===== src/design/axcc_pkg.sv =====
// Shared types and constants of the AND/XOR cursor compositor.
// No dependencies; imported by every module of the block.
`timescale 1ns / 1ps
package axcc_pkg;

   localparam int PIXEL_W     = 8;
   localparam int FRAME_REG_W = 13;
   localparam int WIN_W       = 12;
   localparam int CSR_INDEX_W = 2;

   localparam logic [FRAME_REG_W-1:0] FRAME_WIDTH_RESET  = 13'd640;
   localparam logic [FRAME_REG_W-1:0] FRAME_HEIGHT_RESET = 13'd480;

   localparam logic [CSR_INDEX_W-1:0] CSR_FRAME_WIDTH  = 2'd0;
   localparam logic [CSR_INDEX_W-1:0] CSR_FRAME_HEIGHT = 2'd1;

   typedef enum logic [2:0] {
      OP_LOAD    = 3'd0,
      OP_PLACE   = 3'd1,
      OP_COMPOSE = 3'd2,
      OP_RESTORE = 3'd3,
      OP_HIDE    = 3'd4
   } op_type;

   typedef struct packed {
      logic             shown;
      logic             hit;
      logic [WIN_W-1:0] left;
      logic [WIN_W-1:0] top;
      logic [WIN_W-1:0] right;
      logic [WIN_W-1:0] bottom;
   } win_info_type;

endpackage


===== src/design/axcc_mask_mem.sv =====
// AND and XOR mask rows in one synchronous memory, one row per entry.
// Per-row valid bits make unwritten rows read as zero. Uses axcc_pkg.
`timescale 1ns / 1ps
module axcc_mask_mem
   import axcc_pkg::*;
#(
   parameter int DEPTH = 32,
   parameter int AW    = 5
) (
   input  logic          clock,
   input  logic          reset,
   input  logic          we,
   input  logic [AW-1:0] waddr,
   input  logic [31:0]   wdata_and,
   input  logic [31:0]   wdata_xor,
   input  logic          re,
   input  logic [AW-1:0] raddr,
   output logic [31:0]   rdata_and,
   output logic [31:0]   rdata_xor
);

   logic [63:0]      mask_mem_ff [DEPTH];
   logic [DEPTH-1:0] valid_ff;
   logic [63:0]      rd_data_ff;
   logic             rd_vld_ff;

   always_ff @(posedge clock) begin
      if (we) begin
         mask_mem_ff[waddr] <= {wdata_and, wdata_xor};
      end
      if (re) begin
         rd_data_ff <= mask_mem_ff[raddr];
      end
   end

   always_ff @(posedge clock) begin
      if (reset) begin
         valid_ff  <= '0;
         rd_vld_ff <= 1'b0;
      end else begin
         if (we) begin
            valid_ff[waddr] <= 1'b1;
         end
         if (re) begin
            rd_vld_ff <= valid_ff[raddr];
         end
      end
   end

   assign rdata_and = rd_vld_ff ? rd_data_ff[63:32] : 32'd0;
   assign rdata_xor = rd_vld_ff ? rd_data_ff[31:0] : 32'd0;

endmodule


===== config.mk =====
export PLATFORM = sky130hd
export DESIGN_NAME = axcc_mask_mem
export DESIGN_NICKNAME = d
export VERILOG_FILES = /design/src/design/axcc_pkg.sv /design/src/design/axcc_mask_mem.sv
export SDC_FILE = /design/constraint.sdc
export NUM_CORES = 2
export LEC_CHECK = 0
export ABC_AREA = 0
export BUFFER_PORTS_ARGS = -buffer_cell sky130_fd_sc_hd__buf_2
export CAP_MARGIN = 20
export CORE_MARGIN = 2
export CORE_UTILIZATION = 56
export DETAILED_ROUTE_END_ITERATION = 10
export PLACE_DENSITY_LB_ADDON = 0.12
export SYNTH_ARGS = -nofsm -noshare
export SYNTH_HDL_FRONTEND = slang
export SYNTH_SLANG_ARGS = --single-unit

===== constraint.sdc =====
create_clock -name clock -period 4.47 [get_ports clock]
set_clock_uncertainty 0.1 [all_clocks]
set_input_delay 0.447 -clock clock [delete_from_list [all_inputs] [get_ports clock]]
set_output_delay 0.447 -clock clock [all_outputs]
set_load 0.005 [all_outputs]

==> run_results.csv <==
group,metric,value,unit
cells_and_area,post_route_cells_drive_above_1_share,31.17,%
placed_design,gp_congestion,0.7442,
die,total_i_o_pin_count,142,
setup_path,critPathKind,"flip-flop to output port",
setup_path,cp_data_arrival_time,2620,ps
setup_path,crit_path_start_kind,"flip-flop",
timing,worst_pin_slew,1076,ps
worst_hold_path,worstHoldEndpoint,"mask_mem_ff[30][17]",
worst_hold_path,worst_hold_path.num_cells,1,
setup_path,rr_endpoint,"rd_data_ff[11]",
timing,worst_slack,1298,ps
synthesis,mappedNetlistArea,81450,um2
die,fp.dieW,385.4,um
routing,post-route-drc-count,0,
synthesis,synth_top_family_by_area,"multiplexers",
timing,totalNegativeSetupSlack,0,ps
worst_hold_path,hp-class,"input pin to flip-flop",
global_routing,pin_count_of_the_biggest_net_entering_global_routing,80,
cells_and_area,area_growth,13.71,%
cells_and_area,final_common_cell,"sky130_fd_sc_hd__edfxtp_1",
clocking,cts_tree,"yes",
timing,final_cycle_utilization_of_the_critical_path,70.95,%
clocking,clock_insertion_delay_worst_skew,830,ps
global_routing,grt_pass1_vias,38658,
routing,drt_iter0_drc,4725,
setup_path,worst-r2r-cell-count,4,
synthesis,syn_avg_cell_area,23.97,um2
power_and_ir_drop,p_switching,8348,uW
power_and_ir_drop,cellPowerDensity,445.3,nW/um2
run,cap_violations,0,
routing,antenna_violating_nets_post_route,0,
timing,min_period,3172,ps
clocking,cts_max_level,4,
setup_path,worst_ep_required_time,3920,ps
setup_path,largest_fanout_of_any_net_on_the_critical_path,48,
synthesis,synth-seq-cells,2145,
synthesis,cell_types_occupying_the_most_area_after_synthesis,"sky130_fd_sc_hd__edfxtp_1 (78%), sky130_fd_sc_hd__mux4_2 (16%), sky130_fd_sc_hd__mux2i_1 (0.91%)",
placed_design,place.detailed.hpwl,96530,um
global_routing,globalRoute.totalOverflow,0,
placed_design,dpl_worst_slack,1368,ps
cells_and_area,layout_fillers,9353,
global_routing,grt_first_pass_wirelength,277400,um
synthesis,synth_xor_xnor_area_share,0,%
clocking,root_driver,"sky130_fd_sc_hd__clkbuf_16",
cells_and_area,layout.cells.most_common_list,"sky130_fd_sc_hd__edfxtp_1 (2,112), sky130_fd_sc_hd__mux4_2 (594), sky130_fd_sc_hd__clkbuf_16 (214)",
timing,rsz0062_at_grt,"no",
synthesis,synth-async-reset-ratio,0,%
synthesis,synth-adder-area-share,0,%
run_status,outcome,"completed",
placed_design,postPlaceCellArea,85550,um2
synthesis,postSynthNetCount,3476,
power_and_ir_drop,intPower,32900,uW
clocking,max-clock-path-buffers,3,
cells_and_area,finalInstanceArea,92620,um2
die,fp.dieH,385.4,um
routing,routed-via-count,37676,
synthesis,synth.yosys.warnings,0,
routing,via_per_inst,6.478,
clocking,numCtsBuffers,208,
worst_hold_path,holdCritStartpoint,"wdata_xor[17]",
synthesis,synth-seq-area-share,78.67,%
clocking,postCtsResizedCells,0,
die,design.die.area,148500,um2
clocking,postCtsHoldBufs,57,
die,core_area,144000,um2
power_and_ir_drop,power.share.switching,20.24,%
timing,setup_viol_count_final,0,
synthesis,synth-main-ff-cell,"sky130_fd_sc_hd__edfxtp_1",
power_and_ir_drop,comb_power_share,4.7,%
synthesis,synth_top_cell_area_share,77.86,%
cells_and_area,final_nets,3830,
setup_path,r2r_setup_slack,2550,ps
synthesis,synth_enable_flop_cells,2112,
setup_path,critPathCaptureType,"output port",
power_and_ir_drop,clockPowerShare,40.8,%
timing,fmax,315.3,MHz
timing,finalHoldViolCount,0,
die,effective_utilization_at_floorplan,56.56,%
global_routing,grtUsageTotal,26.62,%
timing,relSlewSlack,27.94,%
timing,finalMaxSlewViolations,0,
synthesis,netlist-cell-type-count,33,
power_and_ir_drop,p_seq_share,54.5,%
routing,firstDrtPassIters,5,
power_and_ir_drop,power.static_leakage,0.02952,uW
power_and_ir_drop,peakVddDrop,0.3557,mV
synthesis,instance_count_of_the_mapped_netlist,3398,
synthesis,synth_simple_gate_area_share,1.364,%
synthesis,post_synthesis_compound_gate_area_fraction,0.8080,%
clocking,cts.clk_slew.worst_paths,60,ps
synthesis,synth_largest_area_cell,"sky130_fd_sc_hd__edfxtp_1",
clocking,post-cts-setup-buffers,0,
global_routing,number_of_antenna_violations_at_the_first_check_in_global_routing,12,
die,floorplan.rows,139,
setup_path,critical_path.reg2reg.startpoint,"mask_mem_ff[30][11]",
synthesis,fraction_of_synthesized_area_in_multiplexers,17.90,%
clocking,clkSinkCount,2145,
routing,avgRoutedWirePerCell,33.42,um
routing,drt-total-wl,194400,um
placed_design,port-buffer-count,141,
power groups by stage:
| stage | Sequential (uW) | Clock (uW) | Combinational (uW) |
|---|---|---|---|
| after floorplan | 22900 | 0 | 1160 |
| after global placement | 22900 | 0 | 1840 |
| after detailed placement | 22900 | 0 | 1890 |
| after CTS | 22500 | 17000 | 1950 |
| after global routing | 22500 | 17800 | 2060 |
| final | 22500 | 16800 | 1920 |
state kept, by name (all words and copies together), names as in the netlist:
| register | cells |
|---|---|
| valid_ff | 32 |
| mask_mem_ff | 2048 |
| rd_vld_ff | 1 |
| rd_data_ff | 64 |
kinds of logic (layout without fill, tap and decap cells):
logic type | after synthesis | count (layout)
flip-flops | 2145 | 2145
multiplexers | 709 | 709
AND/OR/NAND/NOR | 231 | 231
buffers and inverters | 214 | 727
AO/OA/AOI/OAI | 99 | 99
other | 0 | 2
through the flow:
stage	utilization [%]	hold slack, ps	cells	total power (uW)
6_report	64.32	36.59	5816	41250
5_1_grt	64.32	47.87	5814	42350
4_1_cts	64.32	0.2596	5814	41480
3_5_place_dp	59.41	358.3	5388	24810
3_3_place_gp	59.40	343.2	5387	24740
2_1_floorplan	-	334.8	3398	24040
worst max path at each step:
stage                   start            endpoint  slack, ps  depth (start not counted)
finish              rd_vld_ff       rdata_xor[15]       1300                          3
global route        rd_vld_ff        rdata_xor[3]       1220                          3
CTS                 rd_vld_ff       rdata_xor[15]       1190                          3
detailed placement   raddr[0]      rd_data_ff[36]       1370                          6
global placement     raddr[0]      rd_data_ff[23]       1380                          6
floorplan            waddr[0]  mask_mem_ff[12][0]         70                          3
worst max-delay path, stage by stage (launching register included):
cell,delay [ps]
sky130_fd_sc_hd__dfxtp_4,940
sky130_fd_sc_hd__buf_4,420
sky130_fd_sc_hd__and2_1,270
sky130_fd_sc_hd__buf_2,140
Yosys cell counts, types with 10 or more instances:
library cell and instances:
sky130_fd_sc_hd__a221o_1 17, sky130_fd_sc_hd__and2_1 65, sky130_fd_sc_hd__buf_1 24, sky130_fd_sc_hd__buf_2 43
sky130_fd_sc_hd__buf_4 24, sky130_fd_sc_hd__buf_6 10, sky130_fd_sc_hd__clkbuf_1 76, sky130_fd_sc_hd__dfxtp_1 33
sky130_fd_sc_hd__edfxtp_1 2112, sky130_fd_sc_hd__inv_1 37, sky130_fd_sc_hd__mux2_2 41, sky130_fd_sc_hd__mux2i_1 74
sky130_fd_sc_hd__mux4_2 594, sky130_fd_sc_hd__nand2_1 40, sky130_fd_sc_hd__nor2_1 99, sky130_fd_sc_hd__o21ai_1 37
sky130_fd_sc_hd__o22ai_1 20
layer usage:
layer  up-vias  track usage [%]  routed length (um)
met1     20529            36.87               74850
li1      15171                -                   -
met2      1672            45.25              100600
met4        14            6.442                4102
met5         -                0                  83
met3       290            4.005               14800
final cells by class:
| cell class | count | area (um2) | area share (%) |
|---|---|---|---|
| antenna | 2 | 5.005 | 0.005403 |
| clock buffer | 261 | 5562 | 6.004 |
| clock inverter | 108 | 934.6 | 1.009 |
| inverter | 37 | 138.9 | 0.1499 |
| multi-input combinational | 1039 | 16590 | 17.91 |
| sequential | 2145 | 64090 | 69.19 |
| tap | 1903 | 2381 | 2.571 |
| timing repair buffer | 321 | 2925 | 3.158 |
Note: power is estimated with default switching activity, not from simulation.
