--- src/design/axcc_pkg.sv ---
// Shared types and constants of the AND/XOR cursor compositor.
// No dependencies; imported by every module of the block.
`timescale 1ns / 1ps
package axcc_pkg;

   localparam int PIXEL_W     = 8;
   localparam int FRAME_REG_W = 13;
   localparam int WIN_W       = 12;
   localparam int CSR_INDEX_W = 2;

   localparam logic [FRAME_REG_W-1:0] FRAME_WIDTH_RESET  = 13'd640;
   localparam logic [FRAME_REG_W-1:0] FRAME_HEIGHT_RESET = 13'd480;

   localparam logic [CSR_INDEX_W-1:0] CSR_FRAME_WIDTH  = 2'd0;
   localparam logic [CSR_INDEX_W-1:0] CSR_FRAME_HEIGHT = 2'd1;

   typedef enum logic [2:0] {
      OP_LOAD    = 3'd0,
      OP_PLACE   = 3'd1,
      OP_COMPOSE = 3'd2,
      OP_RESTORE = 3'd3,
      OP_HIDE    = 3'd4
   } op_type;

   typedef struct packed {
      logic             shown;
      logic             hit;
      logic [WIN_W-1:0] left;
      logic [WIN_W-1:0] top;
      logic [WIN_W-1:0] right;
      logic [WIN_W-1:0] bottom;
   } win_info_type;

endpackage

--- src/design/axcc_window.sv ---
// Frame size registers, cursor placement, clipping and hit test.
// Uses axcc_pkg for op codes, register indexes and the window status struct.
`timescale 1ns / 1ps
module axcc_window
   import axcc_pkg::*;
#(
   parameter int CURSOR_DIM    = 32,
   parameter int FRAME_DIM_MAX = 4096,
   parameter int RW            = 5
) (
   input  logic                   clock,
   input  logic                   reset,
   input  logic                   item_accept,
   input  op_type                 op,
   input  logic [15:0]            pos_x,
   input  logic [15:0]            pos_y,
   input  logic                   csr_we,
   input  logic [CSR_INDEX_W-1:0] csr_index,
   input  logic [FRAME_REG_W-1:0] csr_wdata,
   output win_info_type           win,
   output logic [RW-1:0]          row_off,
   output logic [RW-1:0]          col_off
);

   localparam int BW = $clog2(FRAME_DIM_MAX);
   localparam int DW = $clog2(FRAME_DIM_MAX + 1);
   localparam int EW = (DW > FRAME_REG_W) ? DW : FRAME_REG_W;
   localparam int CW = (EW > 17) ? EW : 17;
   localparam int OW = (BW > WIN_W) ? BW : WIN_W;

   logic [FRAME_REG_W-1:0] fw_ff, fw_in, fh_ff, fh_in;
   logic                   shown_ff, shown_in;
   logic [BW-1:0]          left_ff, left_in, top_ff, top_in;
   logic [BW-1:0]          right_ff, right_in, bottom_ff, bottom_in;

   logic [EW-1:0] w_eff, h_eff;
   logic [CW-1:0] x_c, y_c, w_c, h_c, r_c, b_c, r_clip, b_clip;
   logic [CW-1:0] left_c, top_c, right_c, bottom_c;
   logic [OW-1:0] left_o, top_o, right_o, bottom_o;

   always_comb begin
      w_eff = (EW'(fw_ff) > EW'(FRAME_DIM_MAX)) ? EW'(FRAME_DIM_MAX) : EW'(fw_ff);
      h_eff = (EW'(fh_ff) > EW'(FRAME_DIM_MAX)) ? EW'(FRAME_DIM_MAX) : EW'(fh_ff);
      x_c      = CW'(pos_x);
      y_c      = CW'(pos_y);
      w_c      = CW'(w_eff);
      h_c      = CW'(h_eff);
      r_c      = x_c + CW'(CURSOR_DIM - 1);
      b_c      = y_c + CW'(CURSOR_DIM - 1);
      r_clip   = (r_c >= w_c) ? (w_c - CW'(1)) : r_c;
      b_clip   = (b_c >= h_c) ? (h_c - CW'(1)) : b_c;
      left_c   = CW'(left_ff);
      top_c    = CW'(top_ff);
      right_c  = CW'(right_ff);
      bottom_c = CW'(bottom_ff);
   end

   always_comb begin
      fw_in     = fw_ff;
      fh_in     = fh_ff;
      shown_in  = shown_ff;
      left_in   = left_ff;
      top_in    = top_ff;
      right_in  = right_ff;
      bottom_in = bottom_ff;
      if (item_accept) begin
         case (op)
            OP_PLACE: begin
               if (w_c != '0 && h_c != '0) begin
                  shown_in = 1'b0;
                  if (x_c < w_c && y_c < h_c) begin
                     left_in   = BW'(x_c);
                     top_in    = BW'(y_c);
                     right_in  = BW'(r_clip);
                     bottom_in = BW'(b_clip);
                     shown_in  = 1'b1;
                  end
               end
            end
            OP_HIDE: begin
               shown_in = 1'b0;
            end
            default: begin
            end
         endcase
      end
      if (csr_we) begin
         case (csr_index)
            CSR_FRAME_WIDTH: begin
               if (csr_wdata != fw_ff) shown_in = 1'b0;
               fw_in = csr_wdata;
            end
            CSR_FRAME_HEIGHT: begin
               if (csr_wdata != fh_ff) shown_in = 1'b0;
               fh_in = csr_wdata;
            end
            default: begin
            end
         endcase
      end
   end

   always_ff @(posedge clock) begin
      if (reset) begin
         fw_ff     <= FRAME_WIDTH_RESET;
         fh_ff     <= FRAME_HEIGHT_RESET;
         shown_ff  <= 1'b0;
         left_ff   <= '0;
         top_ff    <= '0;
         right_ff  <= '0;
         bottom_ff <= '0;
      end else begin
         fw_ff     <= fw_in;
         fh_ff     <= fh_in;
         shown_ff  <= shown_in;
         left_ff   <= left_in;
         top_ff    <= top_in;
         right_ff  <= right_in;
         bottom_ff <= bottom_in;
      end
   end

   always_comb begin
      left_o   = OW'(left_ff);
      top_o    = OW'(top_ff);
      right_o  = OW'(right_ff);
      bottom_o = OW'(bottom_ff);
      win.shown  = shown_ff;
      win.hit    = shown_ff && x_c >= left_c && x_c <= right_c &&
                   y_c >= top_c && y_c <= bottom_c;
      win.left   = left_o[WIN_W-1:0];
      win.top    = top_o[WIN_W-1:0];
      win.right  = right_o[WIN_W-1:0];
      win.bottom = bottom_o[WIN_W-1:0];
   end

   assign row_off = RW'(y_c - top_c);
   assign col_off = RW'(x_c - left_c);

endmodule

--- config.mk ---
export PLATFORM = sky130hd
export DESIGN_NAME = axcc_window
export DESIGN_NICKNAME = d
export VERILOG_FILES = /design/src/design/axcc_pkg.sv /design/src/design/axcc_window.sv
export SDC_FILE = /design/constraint.sdc
export NUM_CORES = 1
export LEC_CHECK = 0
export BUFFER_PORTS_ARGS = -buffer_cell sky130_fd_sc_hd__buf_2
export CAP_MARGIN = 30
export CORE_MARGIN = 4
export CORE_UTILIZATION = 30
export CTS_CLUSTER_SIZE = 20
export DETAILED_ROUTE_END_ITERATION = 8
export PLACE_DENSITY = 0.5
export SLEW_MARGIN = 15
export SYNTH_ARGS = -nofsm -noshare
export SYNTH_HDL_FRONTEND = slang
export SYNTH_SLANG_ARGS = --single-unit
--- constraint.sdc ---
create_clock -name clock -period 4.9 [get_ports clock]
set_input_delay 0.735 -clock clock [delete_from_list [all_inputs] [get_ports clock]]
set_output_delay 0.735 -clock clock [all_outputs]
set_load 0.03 [all_outputs]
==> results of run 1 <==
-- cells in the mapped netlist (15+ instances only) --
library cell,count,area share
ha_1,106,0.19
dfxtp_1,75,0.22
nor4_1,15,0.014
clkbuf_1,16,0.0087
o211ai_1,18,0.020
nor3_1,27,0.020
mux2i_1,33,0.048
nor2_1,67,0.036
xor2_1,34,0.043
nand2_1,110,0.060
a21oi_1,58,0.042
o21ai_0,61,0.044
nand4_1,17,0.015
inv_1,69,0.037
xnor2_1,29,0.037
-- power groups by stage --
stage / registers, mW / clock network, mW / logic [mW]
finish: 0.635 / 0.791 / 0.377
global route: 0.636 / 0.830 / 0.429
CTS: 0.634 / 0.809 / 0.378
detailed placement: 0.648 / 0 / 0.376
global placement: 0.648 / 0 / 0.377
floorplan: 0.637 / 0 / 0.252
-- worst min-delay path: cells and delay by family, from the launching register on --
family             cells  cell delay [ps]
AOI/OAI and AO/OA      2              130
DFF                    1              320
-- registers in the layout, summed over array words and instances, names as in the netlist --
register,flops
left_ff,12
fw_ff,13
shown_ff,1
right_ff,12
fh_ff,13
top_ff,12
bottom_ff,12
-- metal layers --
metal	vias up	track usage	share of wire
li1	3321	-	-
met2	123	0.2657	0.43
met5	-	0	0
met1	2999	0.2422	0.52
met3	23	0.02348	0.033
met4	0	0.04693	0.016
-- layout by cell type, fill, tap and decap left out, types with 3 or more instances in the layout --
master       n
o31ai_1      6
a211oi_1     9
o21ai_0     61
nand2_1    110
nand3b_1     6
xnor2_1     29
clkbuf_16    9
dfxtp_1     75
or3_1        4
bufinv_16    3
nor2_1      67
nor3_1      27
xor2_1      34
nand2b_1     6
nand4_1     17
and4_1       7
o211ai_1    18
a211o_1      3
a21o_1       9
inv_1       69
buf_2      113
a31oi_1      7
buf_4        6
o2111ai_1    4
nor2b_1     14
nand3_1     12
mux2i_1     33
a21oi_1     58
ha_1       106
nor4_1      15
-- logic make-up (layout without fill, tap and decap cells) --
logic type	after synthesis	in the layout	synth area share
simple gates	305	305	0.2133
compound gates	193	193	0.1725
buf+inv	110	204	0.07086
fa+ha+maj	108	108	0.1974
flops	75	75	0.2169
xor+xnor	63	63	0.07972
mux	34	34	0.04935
-- final cells by class --
type,count,area [sq um],area share
multi-input combinational,703,4937,0.6166
clock buffer,9,225.2,0.02813
sequential,75,1501,0.1875
timing repair buffer,119,610.6,0.07625
tap,285,356.6,0.04453
inverter,70,262.8,0.03281
clock inverter,6,113.9,0.01422
-- worst max path at each step --
stage | from | to
after floorplan | pos_y[0] | bottom_ff[1]$_SDFFE_PP0P_
after global placement | pos_y[0] | bottom_ff[4]$_SDFFE_PP0P_
after detailed placement | pos_y[0] | bottom_ff[10]$_SDFFE_PP0P_
after CTS | pos_y[0] | win[48]
after global routing | fh_ff[12]$_SDFFE_PP0P_ | left_ff[9]$_SDFFE_PP0P_
final | pos_y[0] | win[48]
==> flow_summary.json, run 1 <==
{
  "grt_max_degree": 41,
  "crit_buf_inv": 3,
  "setup_viol": 0,
  "drc": 0,
  "fin_nets": 1140,
  "synth_cell_types": 66,
  "ctsHtreeMaxLevel": 3,
  "root_buffer": "clkbuf_16",
  "drt-total-wl_um": 21690,
  "worstSetupEndpointType": "primary output",
  "die_h_um": 159.9,
  "period_share": 0.7884,
  "first_iter_violations": 377,
  "rsz0062_at_grt": "no",
  "dieArea_sq_mm": 0.02557,
  "layout.cells.non_filler": 1267,
  "final_util": 0.3537,
  "yosysSeqAreaShare": 0.2169,
  "cp.required_ps": 4160,
  "rr_startpoint": "fh_ff[12]$_SDFFE_PP0P_",
  "cts-buffers-inserted": 9,
  "grt_pass1_wl_um": 35000,
  "ys_warn_count": 0,
  "r2r_cells": 10,
  "min_path_cells": 2,
  "viasPerCell": 5.103,
  "hpwl_um": 17380,
  "clockBufferDepth": 2,
  "critPathMaxStageDelay_ps": 430,
  "std_cell_rows": 55,
  "worst_slack_ps": 1037,
  "cts.sinks": 75,
  "ys_ff_latch": 75,
  "nFillCells": 2399,
  "design_area_sq_mm": 0.008008,
  "cp.arrival_ps": 3130,
  "finClkSkew_ps": 13.75,
  "peakVddDrop_mv": 0.1468,
  "crit_chain": "buf_2 -> inv_1 -> ha_1 -> fa_1 -> nand2_1 -> a31oi_1 -> nor4_1 -> o221ai_1 -> a221oi_1 -> and3_1 -> buf_2",
  "worstSkewPairLatency_ps": 350,
  "setup-tns-final_ps": 0,
  "synth-edff-count": 0,
  "whs_ps": 498.2,
  "maxSlewHeadroom": 0.4098,
  "fp.coreArea_sq_mm": 0.02264,
  "synth_flop_cell": "dfxtp_1",
  "io_buffers": 113,
  "synth_nets": 1050,
  "maxCapViolCount": 0,
  "seqPwrFrac": 0.352,
  "path_depth": 11,
  "syn_to_final_growth_pct": 15.69,
  "critPathTopFamily": "adder cells",
  "dp_cells": 1251,
  "grt_overflow_total": 0,
  "p_switching_mw": 0.5449,
  "place_congestion": 0.8767,
  "dp_slack_ps": 812.0,
  "crit_fanout": 5,
  "die_w_um": 159.9,
  "wl_per_cell_um": 17.12,
  "diodes": 0,
  "p_per_area_mw_per_mm2": 225.2,
  "initial_core_util": 0.3057,
  "postSynthCellCount": 888,
  "postSynthAreaPerCell_sq_um": 7.795,
  "hold_violations": 0,
  "async_flop_share": 0,
  "max_freq_mhz": 258.8,
  "power_mw": 1.804,
  "r2r-end": "left_ff[8]$_SDFFE_PP0P_",
  "crit_type": "in -> out",
  "internal_power_mw": 1.259,
  "grt_pass1_vias": 6457,
  "slew_violations": 0,
  "cts_setup_buffers": 0,
  "io_pins": 114,
  "cts_hold_repair.buffers": 0,
  "crit_path_frequent_cell": "buf_2",
  "synth_area_sq_mm": 0.006922,
  "p_sw_frac": 0.3021,
  "min_path_type": "reg -> reg",
  "via_count": 6466,
  "worstSetupStartpointType": "primary input",
  "p_leak_nw": 3.378,
  "ff2ff_setup_slack_ps": 1130,
  "antenna_found_initial": 0,
  "hold_start": "bottom_ff[1]$_SDFFE_PP0P_",
  "ant_nets": 0,
  "drive_above_1_share": 0.1466,
  "first_pass_iters": 5,
  "p_comb_frac": 0.209,
  "outcome": "finished, final reports clean",
  "cp_slowest_cell": "fa_1",
  "worstMarginPinSlew_ps": 882.1,
  "fin_crit_ps": 3863,
  "clkTransAtPathRegs_ps": 70,
  "cts.repair.resized": 0,
  "cts_tree": "yes",
  "clock_power_share": 0.439,
  "dpl_cell_area_sq_mm": 0.007661,
  "track_usage": 0.1689,
  "min_to": "bottom_ff[1]$_SDFFE_PP0P_"
}
Power figures use the tool's default switching activity.
==> inputs of run 2 (changes only) <==
clock period = 3.8 ns   (was 4.9 ns; I/O delays follow)
==> run 2 against run 1 <==
Compared with the run above:
- total power up 25%
- clock-buffer cell count up 1
- setup slack worse by 750 ps
- largest cell class unchanged
==> flow_summary.json, run 2 (synthesis results as in run 1) <==
{
  "drt-total-wl_um": 21450,
  "layout_commonest_cell": "buf_2",
  "critPathMaxStageDelay_ps": 420,
  "fp.coreArea_sq_mm": 0.02264,
  "crit_chain": "buf_2 -> inv_1 -> buf_4 -> ha_1 -> fa_1 -> nand2_1 -> a31oi_1 -> nor4_1 -> o221ai_1 -> a221oi_1 -> and3_1 -> buf_2",
  "min_path_type": "reg -> reg",
  "std_cell_rows": 55,
  "crit_buf_inv": 4,
  "p_leak_nw": 3.447,
  "first_pass_iters": 5,
  "root_buffer": "clkbuf_16",
  "cts_tree": "yes",
  "grt_pass1_wl_um": 34620,
  "worstSetupStartpointType": "primary input",
  "dpl_cell_area_sq_mm": 0.007789,
  "ant_nets": 0,
  "period_share": 0.9254,
  "cts.repair.resized": 0,
  "maxSlewHeadroom": 0.3886,
  "dp_cells": 1268,
  "cts_setup_buffers": 0,
  "cts.sinks": 75,
  "layout.cells.non_filler": 1284,
  "place_congestion": 0.8703,
  "critPathTopFamily": "adder cells",
  "ctsHtreeMaxLevel": 3,
  "diodes": 0,
  "grt_pass1_vias": 6407,
  "wl_per_cell_um": 16.71,
  "io_pins": 114,
  "p_per_area_mw_per_mm2": 278.4,
  "die_w_um": 159.9,
  "crit_path_frequent_cell": "buf_2",
  "finClkSkew_ps": 8.910,
  "peakVddDrop_mv": 0.1523,
  "worstSetupEndpointType": "primary output",
  "design_area_sq_mm": 0.008107,
  "maxCapViolCount": 0,
  "via_count": 6502,
  "track_usage": 0.1664,
  "cp.required_ps": 3230,
  "grt_overflow_total": 0,
  "cp_slowest_cell": "fa_1",
  "rsz0062_at_grt": "no",
  "crit_type": "in -> out",
  "viasPerCell": 5.064,
  "fin_nets": 1156,
  "final_util": 0.3581,
  "antenna_found_initial": 0,
  "crit_fanout": 5,
  "fin_crit_ps": 3516,
  "mostFrequentLayoutCells": "buf_2 (113), nand2_1 (110), ha_1 (106), dfxtp_1 (75), inv_1 (69)",
  "clockBufferDepth": 2,
  "slew_violations": 0,
  "initial_core_util": 0.3057,
  "first_iter_violations": 328,
  "setup-tns-final_ps": 0,
  "drc": 0,
  "max_freq_mhz": 284.4,
  "worstSkewPairLatency_ps": 350,
  "cts_hold_repair.buffers": 0,
  "dieArea_sq_mm": 0.02557,
  "hold_violations": 0,
  "outcome": "finished, final reports clean",
  "io_buffers": 113,
  "setup_viol": 0,
  "syn_to_final_growth_pct": 17.12,
  "cts-buffers-inserted": 9,
  "drive_above_1_share": 0.1602,
  "cp.arrival_ps": 2950,
  "grt_max_degree": 31,
  "clkTransAtPathRegs_ps": 70,
  "worstMarginPinSlew_ps": 913.8,
  "die_h_um": 159.9,
  "hpwl_um": 17450,
  "reg_top3": "fh_ff: 13 flops, fw_ff: 13 flops",
  "nFillCells": 2387
}
==> run 2: cell count changes in the layout (fill, tap and decap cells not counted), sizes merged <==
| cell | delta |
|---|---|
| clkbuf | +1 |
| buf | +16 |
| bufinv | -1 |
| clkinv | +1 |
==> run 2: cell type report <==
class | count | area, sq um | share of cell area
Multi-Input combinational cell | 703 | 4937 | 0.6090
Sequential cell | 75 | 1501 | 0.1852
Timing Repair Buffer | 135 | 730.7 | 0.09014
Tap cell | 285 | 356.6 | 0.04399
Inverter | 70 | 262.8 | 0.03241
Clock buffer | 10 | 229.0 | 0.02825
Clock inverter | 6 | 88.84 | 0.01096
==> run 2: path summary, 6_finish.rpt <==
check / start / endpoint / slack [ps] / depth (start not counted)
max: pos_y[0] / win[48] / 280 / 12
min reg2reg: bottom_ff[0]$_SDFFE_PP0P_ / bottom_ff[0]$_SDFFE_PP0P_ / 500 / 2
min: bottom_ff[0]$_SDFFE_PP0P_ / bottom_ff[0]$_SDFFE_PP0P_ / 500 / 2
max reg2reg: fh_ff[12]$_SDFFE_PP0P_ / left_ff[7]$_SDFFE_PP0P_ / 440 / 10
==> run 2: worst min-delay path, cell delays in order (launching register included) <==
cell and delay (ps):
dfxtp_1 330, o21ai_0 70, a21oi_1 60
==> run 2: where the power goes <==
group | internal [mW] | total [mW] | switching (mW)
Combinational | 0.193 | 0.495 | 0.301
Sequential | 0.796 | 0.816 | 0.0199
Clock | 0.577 | 0.946 | 0.369
Total | 1.57 | 2.26 | 0.690
==> run 2: per-stage QoR <==
step           hold slack (ps)  power [mW]  setup slack [ps]
2_1_floorplan            473.5       1.146             429.7
3_3_place_gp             488.4       1.329             150.7
3_5_place_dp             495.6       1.329             113.6
4_1_cts                  499.6       2.283             219.7
5_1_grt                  521.7       2.372             15.14
6_report                 503.2       2.257             283.6
==> run 2: layer usage <==
metal	part of all wire	track usage	vias up
li1	-	-	3355
met1	0.52	0.2425	2999
met2	0.43	0.2579	125
met3	0.034	0.02090	23
met4	0.015	0.04732	0
met5	0	0	-
==> inputs of run 3 (changes only) <==
ABC_AREA = 1   (was not set)
GPL_TIMING_DRIVEN = 0   (was not set)
PLACE_DENSITY = 0.49   (was 0.5)
==> run 3 against run 2 <==
Compared with the run above:
- utilization is 0.24 points higher
- global-route usage is 2.2 points higher
- clock skew is 1.5 ps lower
- non-clock buffer count is 8 higher
- cell count is 30% higher
- die area is 8.8% higher
- hold slack worse by 0.62 ps
- sequential cell count stayed put
- setup slack better by 120 ps
- largest cell class unchanged
- first-iteration DRC count is 42% higher
- clock power is 3.6% lower
- combinational power is 31% higher
==> flow_summary.json, run 3 <==
{
  "ys_warn_count": 0,
  "synth_commonest_cells": "nand2_1 (282), nor2_1 (176), inv_1 (173)",
  "synth_cell_types": 41,
  "antenna_found_initial": 0,
  "setup-tns-final_ps": 0,
  "dieArea_sq_mm": 0.02782,
  "io_pins": 114,
  "die_w_um": 166.8,
  "min_path_type": "in -> reg",
  "yosysSeqAreaShare": 0.1985,
  "cts_setup_buffers": 0,
  "synth_area_sq_mm": 0.007565,
  "critical_path.startpoint": "pos_y[0]",
  "fin_crit_ps": 3399,
  "initial_core_util": 0.3083,
  "yosys.area.top_type_share": 0.1985,
  "synth_top_area_cell": "dfxtp_1",
  "via_count": 7992,
  "p_per_area_mw_per_mm2": 269.6,
  "grt_max_degree": 14,
  "track_usage": 0.1879,
  "mostFrequentLayoutCells": "nand2_1 (282), nor2_1 (176), inv_1 (173), buf_2 (121), ha_1 (106)",
  "crit_buf_inv": 3,
  "whs_ps": 502.5,
  "root_buffer": "clkbuf_16",
  "maxCapViolCount": 0,
  "rr_startpoint": "fw_ff[5]$_SDFFE_PP0P_",
  "rsz0062_at_grt": "no",
  "nFillCells": 2774,
  "crit_type": "in -> reg",
  "cts-buffers-inserted": 9,
  "peakVddDrop_mv": 0.1691,
  "drive_above_1_share": 0.1307,
  "worstSetupEndpointType": "flip-flop",
  "postSynthCellCount": 1218,
  "cp.arrival_ps": 3640,
  "max_freq_mhz": 294.2,
  "reg_top3": "fh_ff: 13 flops, fw_ff: 13 flops",
  "first_iter_violations": 466,
  "hpwl_um": 21360,
  "slew_violations": 0,
  "diodes": 0,
  "finClkSkew_ps": 7.426,
  "dp_cells": 1655,
  "layout.cells.non_filler": 1671,
  "drc": 0,
  "final_util": 0.3605,
  "worstSetupStartpointType": "primary input",
  "io_buffers": 113,
  "grt_overflow_total": 0,
  "synth_area_leaders": "dfxtp_1 (20%), ha_1 (18%), nand2_1 (14%), nor2_1 (8.7%), inv_1 (8.6%)",
  "synth_flop_cell": "dfxtp_1",
  "syn_to_final_growth_pct": 16.90,
  "clockBufferDepth": 2,
  "std_cell_rows": 57,
  "synth-edff-count": 0,
  "postSynthAreaPerCell_sq_um": 6.211,
  "hold_violations": 0,
  "ctsHtreeMaxLevel": 3,
  "hold_start": "reset",
  "critPathMaxStageDelay_ps": 310,
  "fp.coreArea_sq_mm": 0.02453,
  "cts_tree": "yes",
  "maxSlewHeadroom": 0.5216,
  "p_leak_nw": 4.445,
  "place_congestion": 0.8868,
  "first_pass_iters": 5,
  "grt_pass1_vias": 7639,
  "clkTransAtPathRegs_ps": 60,
  "setup_viol": 0,
  "cp_slowest_cell": "nor2_4",
  "grt_pass1_wl_um": 41960,
  "worstMarginPinSlew_ps": 717.6,
  "critPathTopFamily": "simple AND/OR/NAND/NOR gates",
  "worstSkewPairLatency_ps": 350,
  "design_area_sq_mm": 0.008843,
  "wl_per_cell_um": 15.76,
  "fin_nets": 1504,
  "ant_nets": 0,
  "cts.sinks": 75,
  "crit_chain": "buf_2 -> inv_1 -> ha_1 -> nand2_1 -> o21ai_2 -> nor2_1 -> xor2_1 -> ha_1 -> nand2_1 -> nor2_1 -> and2_1 -> nand2_1 -> nand4_1 -> nor2_4 -> nand2_4 -> buf_6 -> nand2_1 -> nand2_1 -> nor2_1 -> nor2_1",
  "layout_commonest_cell": "nand2_1",
  "outcome": "finished, final reports clean",
  "period_share": 0.8944,
  "crit_path_frequent_cell": "nand2_1",
  "drt-total-wl_um": 26340,
  "ys_ff_latch": 75,
  "dpl_cell_area_sq_mm": 0.008536,
  "die_h_um": 166.8,
  "synth_most_common_cell": "nand2_1",
  "viasPerCell": 4.783,
  "cp.required_ps": 4040,
  "crit_fanout": 10,
  "synth_nets": 1380,
  "async_flop_share": 0
}
==> run 3: changes by cell type in the layout (fill, tap and decap cells not counted), moves of 25 or more <==
cell     previous run  this run
inv_1              69       173
mux2i_1            33         0
nand2_1           110       282
nand3_1            12        63
nor2_1             67       176
o21ai_1             0        25
==> run 3: repair_timing <==
item / in CTS / in global routing
endpoints found under the setup margin: 0 / 2
resized for setup: 0 / 1
hold buffers: 0 / 0
==> run 3: tightest hold or removal path, stage by stage <==
cell,delay (ps)
buf_2,110
nor2_1,50
nand2_1,50
inv_1,30
==> run 3: where the power goes <==
group / internal [mW] / switching (mW)
clock network: 0.527 / 0.385
registers: 0.800 / 0.0211
logic: 0.223 / 0.427
total: 1.55 / 0.833
==> run 3: worst paths after layout <==
path	cells after the start	to	slack, ps
worst max-delay path	20	bottom_ff[6]$_SDFFE_PP0P_	400
worst min-delay path	4	right_ff[0]$_SDFFE_PP0P_	500
worst max register to register	19	right_ff[0]$_SDFFE_PP0P_	580
worst min register to register	2	fw_ff[10]$_SDFFE_PP0P_	520
==> run 3: layout make-up <==
class                      instances  area, sq um  area share
buffer                            30        178.9     0.02023
clock buffer                      10        239.0     0.02702
clock inverter                     6        63.81    0.007216
inverter                         194        728.2     0.08234
multi-input combinational        919         5161      0.5836
sequential                        75         1501      0.1698
tap                              324        405.4     0.04584
timing repair buffer             113        565.5     0.06395
==> run 3: logic make-up (layout without fill, tap and decap cells) <==
logic type,Yosys count,after routing,share of synthesized area
and+or+nand+nor,577,577,0.3176
buffers and inverters,224,353,0.1199
xor gates and xnor gates,42,42,0.04863
DFF,75,75,0.1985
AOI/OAI and AO/OA,192,192,0.1348
adders and majority gates,108,108,0.1806
==> run 3: stage by stage <==
stage                     setup WS (ps)  total power, mW
after floorplan                   760.3            1.266
after global placement           -41.99            1.484
after CTS                         307.2            2.407
after global routing              76.98            2.537
final                             401.4            2.384
after detailed placement         -56.88            1.487
==> run 3: metal layers <==
metal	wire length (um)	vias up	track usage
met4	439	0	0.05052
met3	1310	25	0.02797
met1	13340	3599	0.2726
li1	-	4167	-
met2	11250	201	0.2912
met5	0	-	0
